## src/hw/rtl/rdm_pkg.sv

```systemverilog
package rdm_pkg;

    localparam int DAY_BITS_DEFAULT   = 24;
    localparam int COUNT_BITS_DEFAULT = 16;
    localparam int CFG_INDEX_BITS     = 3;
    localparam int CFG_DATA_BITS      = 24;
    localparam int MONTH_BITS         = 18;
    localparam int MDAY_BITS          = 5;
    localparam int WDAY_BITS          = 3;
    localparam int MASK_BITS          = 7;
    localparam int IVL_BITS           = 16;
    localparam int LIMIT_BITS         = 16;
    localparam int REF_BITS           = 24;
    localparam int OUT_INDEX_BITS     = 16;
    localparam int DIVISOR_BITS       = IVL_BITS + 3;
    localparam int WEEK_DAYS          = 7;
    localparam int QUEUE_DEPTH        = 2;

    localparam logic [1:0] MODE_DAILY   = 2'd0;
    localparam logic [1:0] MODE_WEEKLY  = 2'd1;
    localparam logic [1:0] MODE_MONTHLY = 2'd2;

    typedef enum logic [CFG_INDEX_BITS-1:0] {
        REG_MODE,
        REG_INTERVAL,
        REG_COUNT_LIMIT,
        REG_ANCHOR_REF,
        REG_WEEKDAY_MASK,
        REG_TARGET_MDAY,
        REG_LAST_DAY,
        REG_FIRST_DAY
    } reg_index_t;

    typedef struct packed {
        logic [1:0]            mode;
        logic [IVL_BITS-1:0]   interval;
        logic [LIMIT_BITS-1:0] count_limit;
        logic [REF_BITS-1:0]   anchor_ref;
        logic [MASK_BITS-1:0]  weekday_mask;
        logic [MDAY_BITS-1:0]  target_mday;
        logic [REF_BITS-1:0]   last_day;
        logic [REF_BITS-1:0]   first_day;
    } cfg_t;

    localparam cfg_t CFG_RESET = '{
        mode:         MODE_DAILY,
        interval:     16'd1,
        count_limit:  16'd0,
        anchor_ref:   24'd0,
        weekday_mask: 7'd1,
        target_mday:  5'd1,
        last_day:     24'hFFFFFF,
        first_day:    24'd0
    };

    // classification of one day, made by the front part
    typedef struct packed {
        logic weekly;
        logic past_last;
        logic candidate;
        logic after_first;
    } flags_t;

    typedef enum logic [1:0] {
        BK_IDLE,
        BK_DIVIDE,
        BK_FINISH
    } back_state_t;

endpackage

```

## src/hw/rtl/rdm_queue.sv

```systemverilog
module rdm_queue #(
    parameter int WIDTH = 8,
    parameter int DEPTH = rdm_pkg::QUEUE_DEPTH
) (
    input  logic             clk,
    input  logic             rst_n,
    input  logic             push,
    input  logic [WIDTH-1:0] push_data,
    input  logic             pop,
    output logic [WIDTH-1:0] pop_data,
    output logic             full,
    output logic             empty
);

    localparam int PTR_BITS = (DEPTH > 1) ? $clog2(DEPTH) : 1;
    localparam int CNT_BITS = $clog2(DEPTH + 1);

    logic [WIDTH-1:0]    mem [DEPTH];
    logic [PTR_BITS-1:0] wr_ptr_reg;
    logic [PTR_BITS-1:0] rd_ptr_reg;
    logic [CNT_BITS-1:0] fill_reg;

    assign full     = (fill_reg == CNT_BITS'(DEPTH));
    assign empty    = (fill_reg == '0);
    assign pop_data = mem[rd_ptr_reg];

    always_ff @(posedge clk)
    begin
        if (push)
        begin
            mem[wr_ptr_reg] <= push_data;
        end
    end

    always_ff @(posedge clk or negedge rst_n)
    begin
        if (!rst_n)
        begin
            wr_ptr_reg <= '0;
            rd_ptr_reg <= '0;
            fill_reg   <= '0;
        end
        else
        begin
            if (push)
            begin
                wr_ptr_reg <= (wr_ptr_reg == PTR_BITS'(DEPTH - 1)) ? '0 : wr_ptr_reg + 1'b1;
            end
            if (pop)
            begin
                rd_ptr_reg <= (rd_ptr_reg == PTR_BITS'(DEPTH - 1)) ? '0 : rd_ptr_reg + 1'b1;
            end
            if (push && !pop)
            begin
                fill_reg <= fill_reg + 1'b1;
            end
            else if (pop && !push)
            begin
                fill_reg <= fill_reg - 1'b1;
            end
        end
    end

endmodule

```

## src/hw/rtl/rdm_front.sv

```systemverilog
module rdm_front #(
    parameter int DAY_BITS = rdm_pkg::DAY_BITS_DEFAULT,
    parameter int NUM_BITS = rdm_pkg::DAY_BITS_DEFAULT
) (
    input  rdm_pkg::cfg_t                       cfg,
    input  logic                                in_valid,
    output logic                                in_ready,
    input  logic [DAY_BITS-1:0]                 day_number,
    input  logic [rdm_pkg::MONTH_BITS-1:0]      month_index,
    input  logic [rdm_pkg::MDAY_BITS-1:0]       day_of_month,
    input  logic [rdm_pkg::WDAY_BITS-1:0]       day_of_week,
    input  logic                                q_full,
    output logic                                push,
    output rdm_pkg::flags_t                     flags,
    output logic [NUM_BITS-1:0]                 dividend,
    output logic [rdm_pkg::DIVISOR_BITS-1:0]    divisor
);

    logic [DAY_BITS-1:0]                anchor_d;
    logic [DAY_BITS-1:0]                last_d;
    logic [DAY_BITS-1:0]                first_d;
    logic [rdm_pkg::IVL_BITS-1:0]       ivl;
    logic [rdm_pkg::WDAY_BITS-1:0]      wd_offset;
    logic [DAY_BITS-1:0]                monday;
    logic [DAY_BITS-1:0]                day_diff;
    logic [DAY_BITS-1:0]                week_diff;
    logic [DAY_BITS-1:0]                early_gap;
    logic [rdm_pkg::MONTH_BITS-1:0]     month_diff;
    logic                               dow_ok;
    logic                               mask_hit;

    assign in_ready = !q_full;
    assign push     = in_valid && !q_full;

    assign anchor_d = DAY_BITS'(cfg.anchor_ref);
    assign last_d   = DAY_BITS'(cfg.last_day);
    assign first_d  = DAY_BITS'(cfg.first_day);
    assign ivl      = (cfg.interval == '0) ? rdm_pkg::IVL_BITS'(1) : cfg.interval;

    assign wd_offset  = day_of_week - 1'b1;
    assign monday     = day_number - DAY_BITS'(wd_offset);
    assign day_diff   = day_number - anchor_d;
    assign week_diff  = monday - anchor_d;
    assign early_gap  = anchor_d - monday;
    assign month_diff = month_index - cfg.anchor_ref[rdm_pkg::MONTH_BITS-1:0];

    assign dow_ok = (day_of_week >= rdm_pkg::WDAY_BITS'(1))
                 && (day_of_week <= rdm_pkg::WDAY_BITS'(rdm_pkg::WEEK_DAYS))
                 && (day_number >= DAY_BITS'(wd_offset));
    assign mask_hit = dow_ok && cfg.weekday_mask[wd_offset];

    always_comb
    begin
        flags.weekly      = 1'b0;
        flags.past_last   = (day_number > last_d);
        flags.after_first = (day_number >= first_d);
        flags.candidate   = 1'b0;
        dividend          = '0;
        divisor           = rdm_pkg::DIVISOR_BITS'(ivl);
        case (cfg.mode)
            rdm_pkg::MODE_DAILY:
            begin
                flags.candidate = (day_number >= anchor_d);
                dividend        = NUM_BITS'(day_diff);
            end
            rdm_pkg::MODE_WEEKLY:
            begin
                // week index aligned iff offset mod (7 * interval) stays below 7
                flags.weekly = 1'b1;
                divisor      = {ivl, 3'b000} - rdm_pkg::DIVISOR_BITS'(ivl);
                if (monday >= anchor_d)
                begin
                    flags.candidate = mask_hit;
                    dividend        = NUM_BITS'(week_diff);
                end
                else if (early_gap < DAY_BITS'(rdm_pkg::WEEK_DAYS))
                begin
                    // partial week before the anchor counts as week zero
                    flags.candidate = mask_hit;
                end
            end
            rdm_pkg::MODE_MONTHLY:
            begin
                flags.candidate = (rdm_pkg::REF_BITS'(month_index) >= cfg.anchor_ref)
                               && (day_of_month == cfg.target_mday);
                dividend        = NUM_BITS'(month_diff);
            end
            default:
            begin
                flags.candidate = 1'b0;
            end
        endcase
    end

endmodule

```

## src/hw/rtl/rdm_back.sv

```systemverilog
module rdm_back #(
    parameter int NUM_BITS   = rdm_pkg::DAY_BITS_DEFAULT,
    parameter int COUNT_BITS = rdm_pkg::COUNT_BITS_DEFAULT
) (
    input  logic                                  clk,
    input  logic                                  rst_n,
    input  logic                                  q_empty,
    output logic                                  pop,
    input  rdm_pkg::flags_t                       q_flags,
    input  logic [NUM_BITS-1:0]                   q_dividend,
    input  logic [rdm_pkg::DIVISOR_BITS-1:0]      q_divisor,
    input  logic [rdm_pkg::LIMIT_BITS-1:0]        count_limit,
    output logic                                  out_valid,
    input  logic                                  out_ready,
    output logic                                  emit,
    output logic [rdm_pkg::OUT_INDEX_BITS-1:0]    occurrence_index,
    output logic                                  finished
);

    localparam int STEP_BITS = $clog2(NUM_BITS + 1);
    localparam int DB        = rdm_pkg::DIVISOR_BITS;
    localparam int CMP_BITS  = (COUNT_BITS + 1 > rdm_pkg::LIMIT_BITS) ?
                               COUNT_BITS + 1 : rdm_pkg::LIMIT_BITS;

    rdm_pkg::back_state_t       state_reg;
    rdm_pkg::back_state_t       state_next;
    rdm_pkg::flags_t            flags_reg;
    logic [NUM_BITS-1:0]        dvd_reg;
    logic [DB-1:0]              div_reg;
    logic [DB-1:0]              rem_reg;
    logic [STEP_BITS-1:0]       step_reg;
    logic [COUNT_BITS-1:0]      count_reg;
    logic                       stopped_reg;
    logic                       out_valid_reg;
    logic                       emit_reg;
    logic [rdm_pkg::OUT_INDEX_BITS-1:0] index_reg;
    logic                       finished_reg;

    logic [DB:0]                trial;
    logic [DB:0]                trial_sub;
    logic [DB-1:0]              rem_step;
    logic                       aligned;
    logic [COUNT_BITS:0]        count_inc;
    logic                       over_cap;
    logic                       need_div;
    logic                       slot_free;
    logic                       load_out;
    logic [COUNT_BITS-1:0]      count_after;
    logic                       stop_after;
    logic                       emit_now;

    // one restoring remainder step per cycle
    assign trial     = {rem_reg, dvd_reg[NUM_BITS-1]};
    assign trial_sub = trial - {1'b0, div_reg};
    assign rem_step  = (trial >= {1'b0, div_reg}) ? trial_sub[DB-1:0] : trial[DB-1:0];

    assign aligned   = flags_reg.weekly ? (rem_reg < DB'(rdm_pkg::WEEK_DAYS)) : (rem_reg == '0);
    assign count_inc = {1'b0, count_reg} + 1'b1;
    assign over_cap  = (count_limit != '0) && (CMP_BITS'(count_inc) > CMP_BITS'(count_limit));
    assign need_div  = q_flags.candidate && !q_flags.past_last && !stopped_reg;
    assign slot_free = !out_valid_reg || out_ready;

    always_comb
    begin
        count_after = count_reg;
        stop_after  = stopped_reg;
        emit_now    = 1'b0;
        if (!stopped_reg)
        begin
            if (flags_reg.past_last)
            begin
                stop_after = 1'b1;
            end
            else if (flags_reg.candidate && aligned)
            begin
                if (over_cap)
                begin
                    stop_after = 1'b1;
                end
                else
                begin
                    count_after = count_inc[COUNT_BITS] ? '1 : count_inc[COUNT_BITS-1:0];
                    emit_now    = flags_reg.after_first;
                end
            end
        end
    end

    always_comb
    begin
        state_next = state_reg;
        pop        = 1'b0;
        load_out   = 1'b0;
        case (state_reg)
            rdm_pkg::BK_IDLE:
            begin
                if (!q_empty)
                begin
                    pop        = 1'b1;
                    state_next = need_div ? rdm_pkg::BK_DIVIDE : rdm_pkg::BK_FINISH;
                end
            end
            rdm_pkg::BK_DIVIDE:
            begin
                if (step_reg == STEP_BITS'(NUM_BITS - 1))
                begin
                    state_next = rdm_pkg::BK_FINISH;
                end
            end
            rdm_pkg::BK_FINISH:
            begin
                if (slot_free)
                begin
                    load_out   = 1'b1;
                    state_next = rdm_pkg::BK_IDLE;
                end
            end
            default:
            begin
                state_next = rdm_pkg::BK_IDLE;
            end
        endcase
    end

    always_ff @(posedge clk or negedge rst_n)
    begin
        if (!rst_n)
        begin
            state_reg     <= rdm_pkg::BK_IDLE;
            count_reg     <= '0;
            stopped_reg   <= 1'b0;
            out_valid_reg <= 1'b0;
        end
        else
        begin
            state_reg <= state_next;
            if (load_out)
            begin
                count_reg     <= count_after;
                stopped_reg   <= stop_after;
                out_valid_reg <= 1'b1;
            end
            else if (out_ready)
            begin
                out_valid_reg <= 1'b0;
            end
        end
    end

    always_ff @(posedge clk)
    begin
        if (pop)
        begin
            flags_reg <= q_flags;
            dvd_reg   <= q_dividend;
            div_reg   <= q_divisor;
            rem_reg   <= '0;
            step_reg  <= '0;
        end
        else if (state_reg == rdm_pkg::BK_DIVIDE)
        begin
            rem_reg  <= rem_step;
            dvd_reg  <= {dvd_reg[NUM_BITS-2:0], 1'b0};
            step_reg <= step_reg + 1'b1;
        end
        if (load_out)
        begin
            emit_reg     <= emit_now;
            index_reg    <= rdm_pkg::OUT_INDEX_BITS'(count_after);
            finished_reg <= stop_after;
        end
    end

    assign out_valid        = out_valid_reg;
    assign emit             = emit_reg;
    assign occurrence_index = index_reg;
    assign finished         = finished_reg;

endmodule

```

## src/hw/rtl/recurrence_day_matcher_top.sv

```systemverilog
// channel  direction  handshake              payload
// cfg      in         cfg_valid / cfg_ready  cfg_index, cfg_data
// in       in         in_valid / in_ready    day_number, month_index, day_of_month, day_of_week
// out      out        out_valid / out_ready  emit, occurrence_index, finished
//
// a day that can match passes the back end through IDLE, DIVIDE and FINISH, bounded by the
// bit-serial max(DAY_BITS, 18)-bit remainder against the interval; other days skip DIVIDE
// a two-entry queue lets requests enter while the back end divides or the result waits
// reset clears configuration to defaults, the occurrence count and the stop flag
// cfg_ready is always high; write configuration only while the block is idle
module recurrence_day_matcher_top #(
    parameter int DAY_BITS   = rdm_pkg::DAY_BITS_DEFAULT,
    parameter int COUNT_BITS = rdm_pkg::COUNT_BITS_DEFAULT
) (
    input  logic                                  clk,
    input  logic                                  rst_n,
    input  logic                                  cfg_valid,
    output logic                                  cfg_ready,
    input  logic [rdm_pkg::CFG_INDEX_BITS-1:0]    cfg_index,
    input  logic [rdm_pkg::CFG_DATA_BITS-1:0]     cfg_data,
    input  logic                                  in_valid,
    output logic                                  in_ready,
    input  logic [DAY_BITS-1:0]                   day_number,
    input  logic [rdm_pkg::MONTH_BITS-1:0]        month_index,
    input  logic [rdm_pkg::MDAY_BITS-1:0]         day_of_month,
    input  logic [rdm_pkg::WDAY_BITS-1:0]         day_of_week,
    output logic                                  out_valid,
    input  logic                                  out_ready,
    output logic                                  emit,
    output logic [rdm_pkg::OUT_INDEX_BITS-1:0]    occurrence_index,
    output logic                                  finished
);

    localparam int NUM_BITS   = (DAY_BITS > rdm_pkg::MONTH_BITS) ? DAY_BITS : rdm_pkg::MONTH_BITS;
    localparam int FLAG_BITS  = $bits(rdm_pkg::flags_t);
    localparam int ENTRY_BITS = FLAG_BITS + NUM_BITS + rdm_pkg::DIVISOR_BITS;

    rdm_pkg::cfg_t                        cfg_reg;
    rdm_pkg::flags_t                      f_flags;
    logic [NUM_BITS-1:0]                  f_dividend;
    logic [rdm_pkg::DIVISOR_BITS-1:0]     f_divisor;
    logic                                 q_push;
    logic                                 q_pop;
    logic                                 q_full;
    logic                                 q_empty;
    logic [ENTRY_BITS-1:0]                q_out;
    rdm_pkg::flags_t                      b_flags;
    logic [NUM_BITS-1:0]                  b_dividend;
    logic [rdm_pkg::DIVISOR_BITS-1:0]     b_divisor;

    assign cfg_ready = 1'b1;

    always_ff @(posedge clk or negedge rst_n)
    begin
        if (!rst_n)
        begin
            cfg_reg <= rdm_pkg::CFG_RESET;
        end
        else if (cfg_valid)
        begin
            case (rdm_pkg::reg_index_t'(cfg_index))
                rdm_pkg::REG_MODE:         cfg_reg.mode         <= cfg_data[1:0];
                rdm_pkg::REG_INTERVAL:     cfg_reg.interval     <= cfg_data[15:0];
                rdm_pkg::REG_COUNT_LIMIT:  cfg_reg.count_limit  <= cfg_data[15:0];
                rdm_pkg::REG_ANCHOR_REF:   cfg_reg.anchor_ref   <= cfg_data;
                rdm_pkg::REG_WEEKDAY_MASK: cfg_reg.weekday_mask <= cfg_data[6:0];
                rdm_pkg::REG_TARGET_MDAY:  cfg_reg.target_mday  <= cfg_data[4:0];
                rdm_pkg::REG_LAST_DAY:     cfg_reg.last_day     <= cfg_data;
                rdm_pkg::REG_FIRST_DAY:    cfg_reg.first_day    <= cfg_data;
                default:                   cfg_reg              <= cfg_reg;
            endcase
        end
    end

    rdm_front #(
        .DAY_BITS (DAY_BITS),
        .NUM_BITS (NUM_BITS)
    ) u_front (
        .cfg          (cfg_reg),
        .in_valid     (in_valid),
        .in_ready     (in_ready),
        .day_number   (day_number),
        .month_index  (month_index),
        .day_of_month (day_of_month),
        .day_of_week  (day_of_week),
        .q_full       (q_full),
        .push         (q_push),
        .flags        (f_flags),
        .dividend     (f_dividend),
        .divisor      (f_divisor)
    );

    rdm_queue #(
        .WIDTH (ENTRY_BITS),
        .DEPTH (rdm_pkg::QUEUE_DEPTH)
    ) u_queue (
        .clk       (clk),
        .rst_n     (rst_n),
        .push      (q_push),
        .push_data ({f_flags, f_dividend, f_divisor}),
        .pop       (q_pop),
        .pop_data  (q_out),
        .full      (q_full),
        .empty     (q_empty)
    );

    assign {b_flags, b_dividend, b_divisor} = q_out;

    rdm_back #(
        .NUM_BITS   (NUM_BITS),
        .COUNT_BITS (COUNT_BITS)
    ) u_back (
        .clk              (clk),
        .rst_n            (rst_n),
        .q_empty          (q_empty),
        .pop              (q_pop),
        .q_flags          (b_flags),
        .q_dividend       (b_dividend),
        .q_divisor        (b_divisor),
        .count_limit      (cfg_reg.count_limit),
        .out_valid        (out_valid),
        .out_ready        (out_ready),
        .emit             (emit),
        .occurrence_index (occurrence_index),
        .finished         (finished)
    );

endmodule
```

## config.mk

```make
export PLATFORM = sky130hd
export DESIGN_NAME = recurrence_day_matcher_top
export DESIGN_NICKNAME = d
export VERILOG_FILES = /design/src/hw/rtl/rdm_pkg.sv /design/src/hw/rtl/rdm_queue.sv /design/src/hw/rtl/rdm_front.sv /design/src/hw/rtl/rdm_back.sv /design/src/hw/rtl/recurrence_day_matcher_top.sv
export SDC_FILE = /design/constraint.sdc
export NUM_CORES = 1
export LEC_CHECK = 0
export BUFFER_PORTS_ARGS = -buffer_cell sky130_fd_sc_hd__buf_2
export CAP_MARGIN = 5
export CORE_AREA = 3 3 189 191
export CTS_CLUSTER_DIAMETER = 150
export DETAILED_ROUTE_END_ITERATION = 8
export DIE_AREA = 0 0 192 194
export MAX_ROUTING_LAYER = met4
export PLACE_DENSITY = 0.81
export SYNTH_ARGS = -nofsm -noshare
export SYNTH_HDL_FRONTEND = slang
export SYNTH_SLANG_ARGS = --single-unit
```

## constraint.sdc

```tcl
create_clock -name clk -period 4.8 [get_ports clk]
set_input_delay 1.44 -clock clk [delete_from_list [all_inputs] [get_ports clk]]
set_output_delay 1.44 -clock clk [all_outputs]
set_load 0.02 [all_outputs]
```

==> results.toml, run 1 <==
[setup_path]
crit_path_max_fanout = 5
cp.arrival_ns = 5.46
endpoint_kind = "flip-flop"
r2r_end = "u_back.occurrence_index[13]$_DFFE_PP_"
r2r-start = "u_back.count_reg[0]$_DFFE_PN0P_"
timing_worst_setup_path_type = "in -> reg"
critPathLaunchType = "input pin"
required_ns = 5.08
reg2reg_depth = 14
reg2reg_slack_ns = 0.60

[yosys]
synth_top_cell_area_share_pct = 22.3
ys_types = 84
synth-simple-area-share_pct = 12.5
synth_commonest_cells = "196 x ha_1, 184 x inv_1, 175 x nand2_1"
yosys-top-cells-area = "edfxtp_1 22%, dfrtp_1 13%, ha_1 11%"
muxShareOfSynthArea_pct = 7.67
synth_edf_count = 159
ys_seq_area_share_pct = 41.2
synth-xor-area-share_pct = 5.68
syn-instance-count = 2191
synth_top_family_by_area = "compound AO/OA/AOI/OAI gates"
syn-cell-area_mm2 = 0.0214
ys_seq_elements = 325
synthAdderAreaFrac_pct = 12.0
yosys_warnings = 0
synth-compound-area-share_pct = 16.0
postSynth.asyncResetShare_pct = 43.7
yosysMostFrequentCell = "ha_1"
synth_fp_nets = 2475
synthFlopType = "edfxtp_1"
synth_area_leader_cell = "edfxtp_1"
syn_avg_cell_area_um2 = 9.79

[floorplanning]
ios = 103
core-area_mm2 = 0.0343
rows = 68
fp.dieW_um = 192
die_area_mm2 = 0.0372
die_y_um = 194
start_util_pct = 62.6

[hold_path]
min_to = "u_back.step_reg[1]$_SDFFE_PP0P_"
hp-class = "reg -> reg"
worstHoldPathCells = 2
hold_start = "u_back.step_reg[1]$_SDFFE_PP0P_"

[clock_tree]
cts_tree = "done"
path_clk_slew_ns = 0.06
htreeDepth = 2
clock_latency_ns = 0.57
cts_root_buffer = "clkbuf_16"
cts_buffers = 35
cts_hold_buffers = 0
cts_sinks = 325
cts_buffer_depth = 3

[sta]
post-route-period-util_pct = 108
hold_viol = 0
final-setup-viol-count = 44
worst_pin_slew_ns = 1.14
layout_min_cycle_time_ns = 5.17
fmaxAchievable_ghz = 0.193
fin_ws_ns = -0.374
hold_slack_ns = 0.484
rsz0062_at_grt = "true"
finalClockSkew_ns = 0.0346
slew_violations = 0
tns_ns = -3.61
maxSlewHeadroom_pct = 23.7

[route]
drc = 0
dr.pass1.iters = 6
wl_per_cell_um = 21.5
via_per_inst = 6.12
dr.first_iter.drc_count = 1466
routed_wirelength_um = 63800
vias = 18178
postRouteAntennaNets = 0

[cells_and_area]
drive_above_1_share_pct = 28.4
fillers = 2235
final_area_mm2 = 0.0265
largest_register_ffs = 118
nNetsFinal = 2769
final_util_pct = 77.3
final_cells = 2968
area_growth_pct = 23.6

[placement]
numPortBuffers = 101
dpl_cell_area_mm2 = 0.0241
hpwl_um = 46900
dp_slack_ns = -1.23
gp_congestion = 0.979
dp.cells = 2871

[run_status]
violations = "negative setup slack"
outcome = "finished, violations left"

[power_and_ir_drop]
p_per_area_mw_per_mm2 = 514
p_leak_nw = 11.8
ir_drop_uv = 514
p_total_mw = 13.6

[flow_run]
cap_violations = 0

[grt]
grt_pass1_vias = 18490
grt.overflow.total = 0
grt_max_degree = 102
antenna_found_initial = 1
grt.total_usage_pct = 34.8
grt_pass1_wl_um = 98400
cells by family after synthesis:
group | count (synthesis)
muxes | 149
AOI/OAI and AO/OA | 548
and+or+nand+nor | 553
xor gates and xnor gates | 139
other | 1
buffers and inverters | 274
DFF | 325
adders and majority gates | 202
metal layers:
metal  vias up  part of all wire [%]  GRT usage (%)
met4         0                   3.1           10.7
met1      8875                    44           48.0
li1       8471                     -              -
met3       146                   6.9           5.10
met2       686                    46           53.4
met5         -                     0              -
report_power, final:
part,switching (mW),leakage [nW],internal (mW),total [mW]
Combinational,3.76,7.84,2.71,6.48
Clock,1.16,0.553,1.52,2.68
Sequential,0.405,3.40,4.07,4.48
Total,5.33,11.8,8.31,13.6
placed cells by master (no fill, tap or decap), drive strengths merged, types with 6 or more instances in the layout:
| master | instances |
|---|---|
| buf | 346 |
| ha | 196 |
| inv | 186 |
| nand2 | 175 |
| edfxtp | 159 |
| o21ai | 156 |
| a21oi | 142 |
| nor2 | 125 |
| dfrtp | 115 |
| mux2 | 112 |
| xnor2 | 78 |
| a21o | 71 |
| xor2 | 61 |
| clkbuf | 49 |
| mux2i | 36 |
| nand2b | 35 |
| a31oi | 35 |
| nor3 | 34 |
| nand4 | 33 |
| nand3 | 31 |
| dfstp | 27 |
| nor2b | 26 |
| o22ai | 25 |
| dfxtp | 24 |
| nor4 | 23 |
| o21a | 22 |
| and3 | 12 |
| or2 | 12 |
| a211oi | 12 |
| or3 | 12 |
| o31ai | 12 |
| o21bai | 10 |
| clkinv | 10 |
| and2 | 7 |
| o2111ai | 7 |
| a221oi | 7 |
| or4 | 7 |
| a2111oi | 6 |
| fa | 6 |
critical path, cell delays in order:
cell	delay, ns
buf_12	0.10
inv_12	0.03
ha_4	0.15
xor2_2	0.19
inv_2	0.09
ha_4	0.23
a21oi_2	0.13
o21ai_2	0.08
nand2b_4	0.16
or3_4	0.37
xnor2_4	0.21
ha_4	0.23
buf_6	0.12
a21o_1	0.15
a21o_1	0.17
a21o_1	0.19
o21ai_1	0.12
o21ai_1	0.11
or4_4	0.51
a31oi_4	0.25
o21ai_2	0.09
xnor2_1	0.21
o22ai_1	0.12
area by class of cell:
class | count | area [um^2] | area share (%)
tap | 455 | 569 | 2.15
sequential | 325 | 8840 | 33.4
multi-input combinational | 1592 | 12700 | 48.0
antenna | 2 | 5.00 | 0.0189
inverter | 185 | 724 | 2.73
clock inverter | 14 | 130 | 0.491
timing repair buffer | 346 | 2520 | 9.50
clock buffer | 49 | 1000 | 3.77
what timing repair did:
| action | 4_1_cts | 5_1_grt |
|---|---|---|
| endpoints found under the setup margin | 50 | 50 |
| buffers inserted | 15 | 18 |
| gates resized for setup | 111 | 70 |
| hold endpoints to repair | 0 | 0 |
| pin swaps | 69 | 51 |
| gates cloned | 1 | 0 |
how the worst max path moves through the flow:
stage,start,end,slack (ns)
floorplan,day_of_week[0],u_queue.mem[0][44]$_DFFE_PP_,-0.70
global placement,day_of_week[1],u_queue.mem[0][44]$_DFFE_PP_,-1.16
detailed placement,day_of_week[1],u_queue.mem[0][44]$_DFFE_PP_,-1.23
CTS,day_of_week[0],u_queue.mem[1][44]$_DFFE_PP_,-0.24
global route,day_of_week[0],u_queue.mem[0][41]$_DFFE_PP_,-0.58
finish,day_of_week[0],u_queue.mem[0][41]$_DFFE_PP_,-0.37
Power figures use the tool's default switching activity.
==> run 2, diff against run 1 <==
Settings changed: RECOVER_POWER from default to 25.
==> run 2 against run 1 <==
  * The flow finishes with violations (max-capacitance violations, max-slew violations, negative setup slack)
  * Setup slack better by 0.0017 ns
  * Via count about the same
  * Largest power group unchanged
  * Critical path type unchanged
  * Sequential cell count stayed put
  * Maximum frequency about the same
==> results.toml, run 2 (synthesis gave the netlist of run 1 again) <==
[placement]
hpwl_um = 46900
dp.cells = 2871
numPortBuffers = 101
dpl_cell_area_mm2 = 0.0241
gp_congestion = 0.979
dp_slack_ns = -1.23

[hold_path]
hp-class = "reg -> reg"

[sta]
maxSlewHeadroom_pct = -74.4
worst_pin_slew_ns = 2.62
layout_min_cycle_time_ns = 5.17
post-route-period-util_pct = 108
tns_ns = -3.56
hold_viol = 0
finalClockSkew_ns = 0.0330
hold_slack_ns = 0.484
final-setup-viol-count = 44
slew_violations = 213
rsz0062_at_grt = "true"
fmaxAchievable_ghz = 0.193
fin_ws_ns = -0.372

[route]
via_per_inst = 6.12
postRouteAntennaNets = 0
wl_per_cell_um = 21.5
vias = 18173
routed_wirelength_um = 63800
drc = 0
dr.first_iter.drc_count = 1454
dr.pass1.iters = 5

[floorplanning]
ios = 103
core-area_mm2 = 0.0343
fp.dieW_um = 192
start_util_pct = 62.6
rows = 68
die_y_um = 194
die_area_mm2 = 0.0372

[setup_path]
cp_slowest_cell = "or4_4"
crit_path_max_fanout = 5
timing_worst_setup_path_type = "in -> reg"
endpoint_kind = "flip-flop"
required_ns = 5.08
cpPeakStageDelay_ns = 0.51
cp.arrival_ns = 5.46
critPathLaunchType = "input pin"
crit_path_cell_trace = "buf_12 -> inv_12 -> ha_4 -> xor2_2 -> inv_2 -> ha_4 -> a21oi_2 -> o21ai_2 -> nand2b_4 -> or3_4 -> xnor2_4 -> ha_4 -> buf_6 -> a21o_1 -> a21o_1 -> a21o_1 -> o21ai_1 -> o21ai_1 -> or4_4 -> a31oi_4 -> o21ai_2 -> xnor2_1 -> o22ai_1"

[cells_and_area]
area_growth_pct = 23.5
drive_above_1_share_pct = 28.1
nNetsFinal = 2769
fillers = 2235
final_util_pct = 77.3
final_area_mm2 = 0.0265
final_cells = 2968
final_cell_mix = "220 x buf_4, 180 x inv_1, 178 x ha_1, 168 x nand2_1, 159 x edfxtp_1"
seq_area_mm2 = 0.00884
layout.cells.most_common = "buf_4"
multi_input_area_mm2 = 0.0127
largest_register_ffs = 118

[clock_tree]
path_clk_slew_ns = 0.06
cts_root_buffer = "clkbuf_16"
cts_sinks = 325
cts_tree = "done"
cts_buffer_depth = 3
cts_buffers = 35
cts_hold_buffers = 0
clock_latency_ns = 0.57
htreeDepth = 2

[grt]
grt_pass1_vias = 18490
grt_max_degree = 102
grt.overflow.total = 0
grt_pass1_wl_um = 98400
grt.total_usage_pct = 34.8
antenna_found_initial = 1

[power_and_ir_drop]
p_leak_nw = 11.8
p_total_mw = 13.6
ir_drop_uv = 511
p_per_area_mw_per_mm2 = 515

[run_status]
violations = "max-capacitance violations, max-slew violations, negative setup slack"
outcome = "finished, violations left"

[flow_run]
cap_violations = 4
run 2: cell count changes in the layout (fill, tap and decap cells not counted), sizes merged:
cell    before  now
buf        346  341
clkbuf      49   54
run 2: final timing paths:
path | from | to | slack (ns) | cells after the start
min in group asynchronous | rst_n | cfg_reg[20]$_DFFE_PN0P_ | 1.68 | 1
max reg2reg | u_back.count_reg[0]$_DFFE_PN0P_ | u_back.occurrence_index[13]$_DFFE_PP_ | 0.60 | 14
max | day_of_week[0] | u_queue.mem[0][41]$_DFFE_PP_ | -0.37 | 23
max in group asynchronous | rst_n | u_back.count_reg[15]$_DFFE_PN0P_ | 1.58 | 1
min reg2reg | u_back.step_reg[1]$_SDFFE_PP0P_ | u_back.step_reg[1]$_SDFFE_PP0P_ | 0.48 | 2
min | u_back.step_reg[1]$_SDFFE_PP0P_ | u_back.step_reg[1]$_SDFFE_PP0P_ | 0.48 | 2
run 2: repair_timing:
action,CTS,global route
endpoints found under the setup margin,50,50
cloned,1,0
pin swaps,69,51
resized for setup,111,70
buffers inserted,15,18
run 2: power by group:
part | internal, mW | switching, mW | leakage [nW]
logic | 2.71 | 3.76 | 7.82
clock network | 1.52 | 1.16 | 0.553
registers | 4.08 | 0.405 | 3.40
total | 8.31 | 5.33 | 11.8
run 2: cell type report:
type | instances | share of cell area, %
diodes | 2 | 0.0189
clock buffers | 49 | 3.77
clock inverters | 14 | 0.491
inverters | 185 | 2.74
multi-input cells | 1592 | 48.0
flip-flops and latches | 325 | 33.4
well taps | 455 | 2.15
repair buffers | 346 | 9.42
run 2: routing by layer:
layer | track usage, % | vias to the layer above | share of wire, %
li1 | - | 8475 | -
met1 | 48.0 | 8899 | 44
met2 | 53.4 | 656 | 46
met3 | 5.10 | 143 | 6.5
met4 | 10.7 | 0 | 3.0
met5 | - | - | 0
run 2: critical path: cells and delay by family:
kind	cells	cell delay (ns)
simple gates	3	1.04
compound gates	10	1.41
fa+ha+maj	3	0.61
buf+inv	4	0.34
xor+xnor	3	0.61
